**src/rtl/sli_pkg.sv**
```systemverilog
// Shared types and codes for the sorted list insert/delete block.
package sli_pkg;

  typedef enum logic {
    CMD_INSERT = 1'b0,
    CMD_DELETE = 1'b1
  } cmd_e;

  typedef enum logic [1:0] {
    ST_OK        = 2'd0,
    ST_FULL      = 2'd1,
    ST_NOT_FOUND = 2'd2,
    ST_EMPTY     = 2'd3
  } status_e;

  typedef struct packed {
    cmd_e               command;
    logic signed [31:0] value;
  } in_item_t;

  typedef struct packed {
    status_e            status;
    logic [6:0]         count;
    logic signed [31:0] smallest;
  } out_item_t;

  typedef enum logic [2:0] {
    S_IDLE,
    S_DISPATCH,
    S_INS_SCAN,
    S_INS_PUT,
    S_DEL_FIND,
    S_DEL_SHIFT,
    S_DONE
  } state_e;

  typedef enum logic [2:0] {
    PTR_HOLD,
    PTR_LOAD,
    PTR_CLEAR,
    PTR_INC,
    PTR_DEC
  } ptr_op_e;

  typedef enum logic [1:0] {
    RA_CNT_M1,
    RA_PTR_M2,
    RA_ZERO,
    RA_PTR_P1
  } rd_sel_e;

  typedef enum logic [1:0] {
    WA_ZERO,
    WA_PTR,
    WA_PTR_M1
  } wr_sel_e;

  typedef enum logic {
    WD_VALUE,
    WD_RDATA
  } wd_sel_e;

  typedef enum logic [1:0] {
    CNT_HOLD,
    CNT_INC,
    CNT_DEC
  } cnt_op_e;

  typedef struct packed {
    logic    load;
    ptr_op_e ptr_op;
    rd_sel_e rd_sel;
    logic    wr_en;
    wr_sel_e wr_sel;
    wd_sel_e wd_sel;
    cnt_op_e cnt_op;
    logic    st_load;
    status_e st_val;
    logic    res_load;
  } dp_cmd_t;

  typedef struct packed {
    cmd_e command;
    logic cnt_zero;
    logic cnt_full;
    logic ptr_one;
    logic ptr_last;
    logic rd_ge;
    logic rd_eq;
    logic out_free;
  } dp_stat_t;

endpackage

```
**src/rtl/sli_ctrl.sv**
```systemverilog
// Controller state machine that sequences search and shift passes over the entry memory.
module sli_ctrl
  import sli_pkg::*;
(
  input  logic     clk_i,
  input  logic     rst_ni,
  input  logic     in_valid_i,
  output logic     in_stall_o,
  input  dp_stat_t stat_i,
  output dp_cmd_t  cmd_o
);

  state_e state_q, state_d;

  always_ff @(posedge clk_i or negedge rst_ni) begin
    if (!rst_ni) begin
      state_q <= S_IDLE;
    end else begin
      state_q <= state_d;
    end
  end

  always_comb begin
    state_d       = state_q;
    cmd_o         = '0;
    cmd_o.ptr_op  = PTR_HOLD;
    cmd_o.rd_sel  = RA_ZERO;
    cmd_o.wr_sel  = WA_ZERO;
    cmd_o.wd_sel  = WD_VALUE;
    cmd_o.cnt_op  = CNT_HOLD;
    cmd_o.st_val  = ST_OK;
    in_stall_o    = (state_q != S_IDLE);

    case (state_q)
      S_IDLE: begin
        if (in_valid_i) begin
          cmd_o.load = 1'b1;
          state_d    = S_DISPATCH;
        end
      end

      S_DISPATCH: begin
        cmd_o.st_load = 1'b1;
        if (stat_i.command == CMD_INSERT) begin
          if (stat_i.cnt_full) begin
            cmd_o.st_val = ST_FULL;
            state_d      = S_DONE;
          end else if (stat_i.cnt_zero) begin
            cmd_o.wr_en  = 1'b1;
            cmd_o.wr_sel = WA_ZERO;
            cmd_o.wd_sel = WD_VALUE;
            cmd_o.cnt_op = CNT_INC;
            state_d      = S_DONE;
          end else begin
            // Start at the top: the free slot is at the count, its lower neighbor is read.
            cmd_o.ptr_op = PTR_LOAD;
            cmd_o.rd_sel = RA_CNT_M1;
            state_d      = S_INS_SCAN;
          end
        end else begin
          if (stat_i.cnt_zero) begin
            cmd_o.st_val = ST_EMPTY;
            state_d      = S_DONE;
          end else begin
            cmd_o.ptr_op = PTR_CLEAR;
            cmd_o.rd_sel = RA_ZERO;
            state_d      = S_DEL_FIND;
          end
        end
      end

      S_INS_SCAN: begin
        // The read data is the entry just below the free slot.
        cmd_o.wr_en  = 1'b1;
        cmd_o.wr_sel = WA_PTR;
        if (stat_i.rd_ge) begin
          cmd_o.wd_sel = WD_RDATA;
          cmd_o.ptr_op = PTR_DEC;
          cmd_o.rd_sel = RA_PTR_M2;
          if (stat_i.ptr_one) begin
            state_d = S_INS_PUT;
          end
        end else begin
          cmd_o.wd_sel = WD_VALUE;
          cmd_o.cnt_op = CNT_INC;
          state_d      = S_DONE;
        end
      end

      S_INS_PUT: begin
        cmd_o.wr_en  = 1'b1;
        cmd_o.wr_sel = WA_ZERO;
        cmd_o.wd_sel = WD_VALUE;
        cmd_o.cnt_op = CNT_INC;
        state_d      = S_DONE;
      end

      S_DEL_FIND: begin
        cmd_o.rd_sel = RA_PTR_P1;
        if (stat_i.rd_eq) begin
          if (stat_i.ptr_last) begin
            cmd_o.cnt_op = CNT_DEC;
            state_d      = S_DONE;
          end else begin
            cmd_o.ptr_op = PTR_INC;
            state_d      = S_DEL_SHIFT;
          end
        end else if (stat_i.ptr_last) begin
          cmd_o.st_load = 1'b1;
          cmd_o.st_val  = ST_NOT_FOUND;
          state_d       = S_DONE;
        end else begin
          cmd_o.ptr_op = PTR_INC;
        end
      end

      S_DEL_SHIFT: begin
        // Each arriving entry moves one place down over the removed one.
        cmd_o.rd_sel = RA_PTR_P1;
        cmd_o.wr_en  = 1'b1;
        cmd_o.wr_sel = WA_PTR_M1;
        cmd_o.wd_sel = WD_RDATA;
        if (stat_i.ptr_last) begin
          cmd_o.cnt_op = CNT_DEC;
          state_d      = S_DONE;
        end else begin
          cmd_o.ptr_op = PTR_INC;
        end
      end

      S_DONE: begin
        if (stat_i.out_free) begin
          cmd_o.res_load = 1'b1;
          state_d        = S_IDLE;
        end
      end

      default: begin
        state_d = S_IDLE;
      end
    endcase
  end

endmodule

```
**src/rtl/sli_dpath.sv**
```systemverilog
// Datapath: entry memory, count, scan pointer, compare logic and result register.
module sli_dpath
  import sli_pkg::*;
#(
  parameter int DEPTH = 64
) (
  input  logic      clk_i,
  input  logic      rst_ni,
  input  in_item_t  in_item_i,
  input  dp_cmd_t   cmd_i,
  output dp_stat_t  stat_o,
  output logic      out_valid_o,
  input  logic      out_stall_i,
  output out_item_t out_item_o
);

  localparam int AW = $clog2(DEPTH);
  localparam int CW = $clog2(DEPTH + 1);

  logic [31:0]        mem_q [DEPTH];
  logic signed [31:0] rdata_q;
  logic signed [31:0] value_q;
  cmd_e               cmd_q;
  logic [AW-1:0]      ptr_q, ptr_d;
  logic [CW-1:0]      cnt_q, cnt_d;
  logic signed [31:0] smallest_q;
  status_e            st_q;
  logic               out_valid_q;
  out_item_t          out_q;

  logic [AW-1:0]      rd_addr, wr_addr;
  logic [31:0]        wr_data;

  always_comb begin
    case (cmd_i.rd_sel)
      RA_CNT_M1: rd_addr = AW'(cnt_q - CW'(1));
      RA_PTR_M2: rd_addr = ptr_q - AW'(2);
      RA_ZERO:   rd_addr = '0;
      RA_PTR_P1: rd_addr = ptr_q + AW'(1);
      default:   rd_addr = '0;
    endcase

    case (cmd_i.wr_sel)
      WA_ZERO:   wr_addr = '0;
      WA_PTR:    wr_addr = ptr_q;
      WA_PTR_M1: wr_addr = ptr_q - AW'(1);
      default:   wr_addr = '0;
    endcase

    wr_data = (cmd_i.wd_sel == WD_RDATA) ? rdata_q : value_q;

    case (cmd_i.ptr_op)
      PTR_LOAD:  ptr_d = AW'(cnt_q);
      PTR_CLEAR: ptr_d = '0;
      PTR_INC:   ptr_d = ptr_q + AW'(1);
      PTR_DEC:   ptr_d = ptr_q - AW'(1);
      default:   ptr_d = ptr_q;
    endcase

    case (cmd_i.cnt_op)
      CNT_INC: cnt_d = cnt_q + CW'(1);
      CNT_DEC: cnt_d = cnt_q - CW'(1);
      default: cnt_d = cnt_q;
    endcase
  end

  // Entry memory: up to one write and one registered read each cycle.
  always_ff @(posedge clk_i) begin
    if (cmd_i.wr_en) begin
      mem_q[wr_addr] <= wr_data;
    end
    rdata_q <= mem_q[rd_addr];
  end

  always_ff @(posedge clk_i) begin
    ptr_q <= ptr_d;
    if (cmd_i.load) begin
      value_q <= in_item_i.value;
      cmd_q   <= in_item_i.command;
    end
    if (cmd_i.st_load) begin
      st_q <= cmd_i.st_val;
    end
    // Any write to the lowest slot also refreshes the cached smallest value.
    if (cmd_i.wr_en && (wr_addr == '0)) begin
      smallest_q <= wr_data;
    end
    if (cmd_i.res_load) begin
      out_q.status   <= st_q;
      out_q.count    <= 7'(cnt_q);
      out_q.smallest <= (cnt_q == '0) ? '0 : smallest_q;
    end
  end

  always_ff @(posedge clk_i or negedge rst_ni) begin
    if (!rst_ni) begin
      cnt_q       <= '0;
      out_valid_q <= 1'b0;
    end else begin
      cnt_q <= cnt_d;
      if (cmd_i.res_load) begin
        out_valid_q <= 1'b1;
      end else if (!out_stall_i) begin
        out_valid_q <= 1'b0;
      end
    end
  end

  always_comb begin
    stat_o.command  = cmd_q;
    stat_o.cnt_zero = (cnt_q == '0);
    stat_o.cnt_full = (cnt_q == CW'(DEPTH));
    stat_o.ptr_one  = (ptr_q == AW'(1));
    stat_o.ptr_last = ((CW'(ptr_q) + CW'(1)) == cnt_q);
    stat_o.rd_ge    = (rdata_q >= value_q);
    stat_o.rd_eq    = (rdata_q == value_q);
    stat_o.out_free = !out_valid_q || !out_stall_i;
  end

  assign out_valid_o = out_valid_q;
  assign out_item_o  = out_q;

endmodule

```
**src/rtl/sorted_list_insert_delete_top.sv**
```systemverilog
// Top level of the sorted list insert/delete block: controller and datapath.
//
//   Channel  Direction  Handshake                Payload
//   in       input      in_valid_i / in_stall_o  in_item_i  (command, value)
//   out      output     out_valid_o / out_stall_i out_item_o (status, count, smallest)
//
// One item is worked at a time. An insert walks down from the top entry and a delete
// walks up from the bottom entry, moving one entry per cycle through the single write
// port of the entry memory.
// Reset clears the entry count, the output valid and the controller state; the memory needs no clearing pass.
// in_stall_o is high from acceptance until the result enters the output register,
// which holds it for as long as out_stall_i is high.
module sorted_list_insert_delete_top
  import sli_pkg::*;
#(
  parameter int DEPTH = 64
) (
  input  logic      clk_i,
  input  logic      rst_ni,
  input  logic      in_valid_i,
  output logic      in_stall_o,
  input  in_item_t  in_item_i,
  output logic      out_valid_o,
  input  logic      out_stall_i,
  output out_item_t out_item_o
);

  dp_cmd_t  dp_cmd;
  dp_stat_t dp_stat;

  sli_ctrl u_ctrl (
    .clk_i      (clk_i),
    .rst_ni     (rst_ni),
    .in_valid_i (in_valid_i),
    .in_stall_o (in_stall_o),
    .stat_i     (dp_stat),
    .cmd_o      (dp_cmd)
  );

  sli_dpath #(
    .DEPTH (DEPTH)
  ) u_dpath (
    .clk_i       (clk_i),
    .rst_ni      (rst_ni),
    .in_item_i   (in_item_i),
    .cmd_i       (dp_cmd),
    .stat_o      (dp_stat),
    .out_valid_o (out_valid_o),
    .out_stall_i (out_stall_i),
    .out_item_o  (out_item_o)
  );

endmodule
```
**config.mk**
```make
export PLATFORM = sky130hd
export DESIGN_NAME = sorted_list_insert_delete_top
export DESIGN_NICKNAME = d
export VERILOG_FILES = /design/src/rtl/sli_pkg.sv /design/src/rtl/sli_ctrl.sv /design/src/rtl/sli_dpath.sv /design/src/rtl/sorted_list_insert_delete_top.sv
export SDC_FILE = /design/constraint.sdc
export NUM_CORES = 2
export LEC_CHECK = 0
export BUFFER_PORTS_ARGS = -buffer_cell sky130_fd_sc_hd__buf_2
export CAP_MARGIN = 10
export CORE_ASPECT_RATIO = 1.1
export CORE_UTILIZATION = 30
export DETAILED_ROUTE_END_ITERATION = 8
export PLACE_DENSITY = 0.41
export SLEW_MARGIN = 20
export SYNTH_ARGS = -nofsm -noshare
export SYNTH_HDL_FRONTEND = slang
export SYNTH_SLANG_ARGS = --single-unit
```
**constraint.sdc**
```tcl
create_clock -name clk_i -period 15.42 [get_ports clk_i]
set_clock_uncertainty 0.1 [all_clocks]
set_input_delay 1.542 -clock clk_i [delete_from_list [all_inputs] [get_ports clk_i]]
set_output_delay 1.542 -clock clk_i [all_outputs]
set_load 0.05 [all_outputs]
```
* Word level (Yosys, flattened, before mapping)
Memory sizes are Yosys's and may differ from the RTL's. A register that Yosys moved wholly into a read port is not among the register bits. Index checks and enable logic that the tools add are counted.
Storage, ports and cells: register bits 125, RAM bits 2048, logic and storage cells 103, memories 1
Cells by class: reductions and logical operators 13, eq/ne operators 25, order comparisons 1, mux-type cells 46, add/sub/neg operators 6
Memory list:
- u_dpath.mem_q | words 64, bits a word 32, rd ports 1, clocked after memory_dff 1, write ports 1, RTL line sli_dpath.sv:20 | logic [31:0] mem_q [DEPTH];
Operators by type and width (count):
- $pmux 6 s4 | 2
- $mux 3 | 12
- $eq 32x32->1 | 1
- $ge 32x32->1 | 1
- $mux 32 | 1
- $pmux 3 s7 | 1
- $pmux 4 s4 | 1
- $pmux 5 s3 | 1
- $mux 2 | 7
- $pmux 7 s2 | 1
- $eq 3x2->1 const B | 4
- $eq 3x3->1 const B | 4
- $mux 6 | 2
- $pmux 6 s2 | 1
- $mux 1 | 11
- $mux 11 | 1
- $mux 5 | 2
- $pmux 2 s5 | 1
- $eq 2x2->1 const B | 4
- $add 6x1->7 const B | 1
- $add 7x1->7 const B | 1
- $eq 7x7->1 | 1
- $eq 7x7->1 const B | 1
- $logic_not 7->1 | 1
- other kinds (23) | 28

* Logic depth before layout (Yosys ltp)
depth after elaboration 9, gate-level depth with buffers 17

* Modules after synthesis
From an unflattened synthesis, not the netlist that was laid out.
Unflattened totals: cell total of the unflattened synthesis 5254, area total of the unflattened synthesis 86636.8 sq um
Modules (own cells, without submodules):
- sli_dpath | times used 1, area each 86175.1 sq um, seq. area each 65763.1 sq um, cells each 5191
- sli_ctrl | times used 1, area each 461.7 sq um, seq. area each 75.1 sq um, cells each 63

* Worst setup path after synthesis
OpenSTA, ideal clock, no wires.
path type register to register, start point register u_dpath.value_q[0], end point memory u_dpath.mem_q[0][31] (data pin), data required time 14.610 ns, buffers on the path 2, period minus slack after synthesis 5.972 ns, arrival time 5.162 ns, stages on the path, launching flop included 12, library setup time 0.710 ns, slack 9.448 ns, path through edfxtp_1 -> ha_1 -> nand2b_1 -> a2111o_1 -> a311oi_2 -> a21boi_2 -> or2_1 -> buf_6 -> nand2_1 -> nand2_1 -> clkbuf_1 -> o21ai_0
Between the ends: longest elaborated chain between the ends 4
RTL lines:
- start, declared | RTL line sli_dpath.sv:22 | logic signed [31:0] value_q;
- start signal, assigned | RTL line sli_dpath.sv:78 | value_q <= in_item_i.value;
- $ge 32x32->1 | RTL line sli_dpath.sv:115 | stat_o.rd_ge = (rdata_q >= value_q);
- $mux 1 | RTL line sli_ctrl.sv:76 | if (stat_i.rd_ge) begin
- $pmux 4 s4 | RTL line sli_ctrl.sv:34 | case (state_q)
- $mux 32 | RTL line sli_dpath.sv:50 | wr_data = (cmd_i.wd_sel == WD_RDATA) ? rdata_q : value_q;
- named net u_dpath.wr_data[31] | RTL line sli_dpath.sv:32 | logic [31:0] wr_data;
- end, declared | RTL line sli_dpath.sv:20
The timed path passes the listed nets, and every way through them passes these cells.

* Worst setup path in the final report
start point register u_dpath.rdata_q[15], read port of u_dpath.mem_q, end point register u_dpath.rdata_q[20], read port of u_dpath.mem_q
Between the ends: longest elaborated chain between the ends 5, elaborated cells on any way between the ends 8
RTL lines:
- start, declared | RTL line sli_dpath.sv:21 | logic signed [31:0] rdata_q;
- $ge 32x32->1 * | RTL line sli_dpath.sv:115
- $mux 5 * | RTL line sli_ctrl.sv:76
- $pmux 5 s3 * | RTL line sli_ctrl.sv:34
- $eq 2x2->1 (tied with other cells) | RTL line sli_dpath.sv:35 | case (cmd_i.rd_sel)
- $pmux 6 s4 * | RTL line sli_dpath.sv:35
Mark *: on every way between the ends. The rest lies on a longest branch, timed or not. A chain may end at the register's enable or synchronous reset.

==> flow_summary.toml <==
[synth]
syn-num-nets = 6248
synth-main-ff-cell = "edfxtp_1"
synth_edf_count = 2162
synth_top_family_by_area = "simple AND/OR/NAND/NOR gates"
synth_fa_ha_area_frac = 0.005846
synth_top_cell_by_area = "edfxtp_1"
ys_seq_elements = 2205
yosysUniqueCellTypes = 71
synth-compound-area-share = 0.02237
synth-simple-area-share = 0.1376
yosys-mux-area-fraction = 0.05866
syn_avg_cell_area_um2 = 14.22
yosysTopAreaCellShare = 0.7399
synth.yosys.seq_area_share = 0.7503
async_flop_share = 0.004989
syn-cell-area_mm2 = 0.08775
yosys_warnings = 0
synthXorXnorAreaFrac = 0.002595
ys_top_cells_by_area = "edfxtp_1 74%, nand2_1 6.2%, mux2i_1 5.8%, nand3_1 5.3%, buf_2 0.98%"
synthCells = 6170

[grt]
use_met2 = 0.3532
grt_max_degree = 149
antenna_found_initial = 49
grtUsageMet1 = 0.3203
grt_pass1_wl_um = 451300
use_met3 = 0.02564
grt_pass1_vias = 50510
grt_use_total = 0.2214
grt-ovfl-total = 0
busiest_layer = "met2"

[place]
dpl_cell_area_mm2 = 0.09368
pre_cts_slack_ns = 7.598
numPortBuffers = 79
placedCellCount = 9936
post-dp-hpwl_um = 179200
gp_congestion = 0.8017

[final_layout]
area_growth_pct = 15.13
multi_input_area_mm2 = 0.02091
layoutNonFillerInstCount = 10390
fin_area_mm2 = 0.1010
fin_util = 0.3483
drive_gt1_frac = 0.1090
regArea_mm2 = 0.06584
fill_cells = 28020
num-nets-final = 6392

[sta]
max_slew_margin = 0.2290
max_freq_mhz = 128.3
tns_ns = 0
hold_violations = 0
worst_slack_ns = 7.628
finalCriticalPeriod_ns = 7.792
rsz0062_at_grt = "false"
post-route-period-util = 0.5053
tightest_slew_ns = 1.154
report.final.slew_viol_count = 0
finalHoldWorstSlack_ns = 0.3198
setup_viol = 0

[power_and_ir_drop]
power_mw = 21.55
irDropWorstVdd_mv = 0.2798
leakagePower_nw = 34.89
power.density_mw_per_mm2 = 213.3

[floorplan]
io_pins = 80
fp.dieW_um = 517.7
die_y_um = 569.2
fp.coreArea_mm2 = 0.2901
start_util = 0.3025
row_count = 207
die_area_mm2 = 0.2947

[clock_network]
cts_resized = 0
cts_buffers = 242
post_cts_buffers = 0
htreeDepth = 4
clk_pin_slew_ns = 0.06
cts_sinks = 2205
clock-root-buffer = "clkbuf_16"
clock_latency_ns = 0.93
cts_tree = "built"
max-clock-path-buffers = 4
hold_buffers = 0

[detailed_routing]
wl_per_cell_um = 32.28
ant_nets = 0
dr.pass1.iters = 6
dr_total_vias = 54370
drc = 0
vias_per_cell = 5.234
drt-initial-drc-count = 6956
drt_wl_total_um = 335300

[worst_setup_path]
cp-end-kind = "register"
worstSetupPathType = "register to register"
crit_path_start_kind = "register"
crit_required_ns = 16.06
cp_max_fo = 126
arrival_ns = 8.44

[outcome]
status = "finished clean"

[hold_path]
hold_class = "register to register"

[run]
maxCapViolCount = 0
cell families after synthesis:
kind of cell	Yosys count
fa+ha+maj	41
simple gates	2717
compound gates	258
xor+xnor	26
flops	2205
mux	514
buf+inv	409
layer usage:
metal	part of all wire	routed length (µm)
met1	0.45	151200
met2	0.46	155900
met3	0.062	20710
met4	0.022	7450
met5	0.00014	47
critical path, cell delays in order (launching register included):
cell	delay, ns
dfxtp_1	0.41
ha_1	0.43
nand4_1	0.43
nor4_2	1.04
a311oi_2	0.31
a21boi_2	0.32
or2_1	0.37
o21a_4	0.58
buf_12	0.62
buf_4	0.68
buf_4	0.72
nand3_1	0.15
a32oi_1	0.32
and4_1	0.32
or3b_1	0.48
area by class of cell:
cell class                      instances  share of cell area
Antenna cell                           17           0.0004211
Clock buffer                          333             0.06453
Inverter                               45            0.001672
Timing Repair Buffer                  264             0.01910
Tap cell                             3866             0.04788
Sequential cell                      2205              0.6517
Multi-Input combinational cell       3556              0.2069
Clock inverter                        100            0.007741
state kept, by name (all words and copies together) (netlist names):
| name | flops |
|---|---|
| u_dpath.mem_q | 2048 |
| u_dpath.out_valid_o | 1 |
| u_dpath.ptr_q | 6 |
| u_dpath.value_q | 32 |
| u_dpath.cnt_q | 7 |
| u_dpath.smallest_q | 32 |
| u_ctrl.state_q | 3 |
| u_dpath.out_item_o | 41 |
| u_dpath.st_q | 2 |
| u_dpath.rdata_q | 32 |
| u_dpath.cmd_q | 1 |
cells in the mapped netlist (5+ instances only):
library cell / n
clkbuf_1: 139
buf_1: 5
xor2_1: 11
nand4_1: 93
a31oi_1: 15
and2_1: 36
nand2_1: 1459
o221ai_1: 6
mux2i_1: 512
buf_4: 33
edfxtp_1: 2162
and4_1: 15
a32oi_1: 80
dfxtp_1: 32
a22oi_1: 46
ha_1: 41
buf_6: 15
a21oi_1: 19
or3b_1: 6
nor3_1: 8
nand3_1: 936
nor2_1: 94
o21ai_0: 50
buf_2: 171
dfrtp_1: 11
and3_1: 13
o21a_1: 7
xnor2_1: 15
nand2b_1: 5
inv_1: 44
or3_1: 27
cells in the final DEF, fill, tap and decap left out, types with 46 or more instances in the layout:
cell	count
a32oi_1	80
mux2i_1	512
buf_4	174
buf_2	79
a22oi_1	46
edfxtp_1	2162
clkbuf_1	80
clkbuf_16	243
nand2_1	1458
nor2_4	68
nand3_1	935
nand4_1	93
clkinv_1	48
where the power goes:
part	switching (mW)	internal [mW]	leakage, nW
Sequential	0.151	7.67	19.9
Clock	2.41	3.12	3.56
Combinational	6.09	2.10	11.4
Total	8.65	12.9	34.9
final timing paths:
check                                          from                      to  slack [ns]  cells after the start
worst max-delay path            u_dpath.rdata_q[15]     u_dpath.rdata_q[20]        7.63                     14
worst min-delay path                u_dpath.st_q[0]  u_dpath.out_item_o[39]        0.32                      0
worst max register to register  u_dpath.rdata_q[15]     u_dpath.rdata_q[20]        7.63                     14
worst min register to register      u_dpath.st_q[0]  u_dpath.out_item_o[39]        0.32                      0
max in group asynchronous                    rst_ni       u_ctrl.state_q[1]       14.59                      1
min in group asynchronous                    rst_ni        u_dpath.cnt_q[6]        0.40                      1
Note: power is estimated with default switching activity, not from simulation.
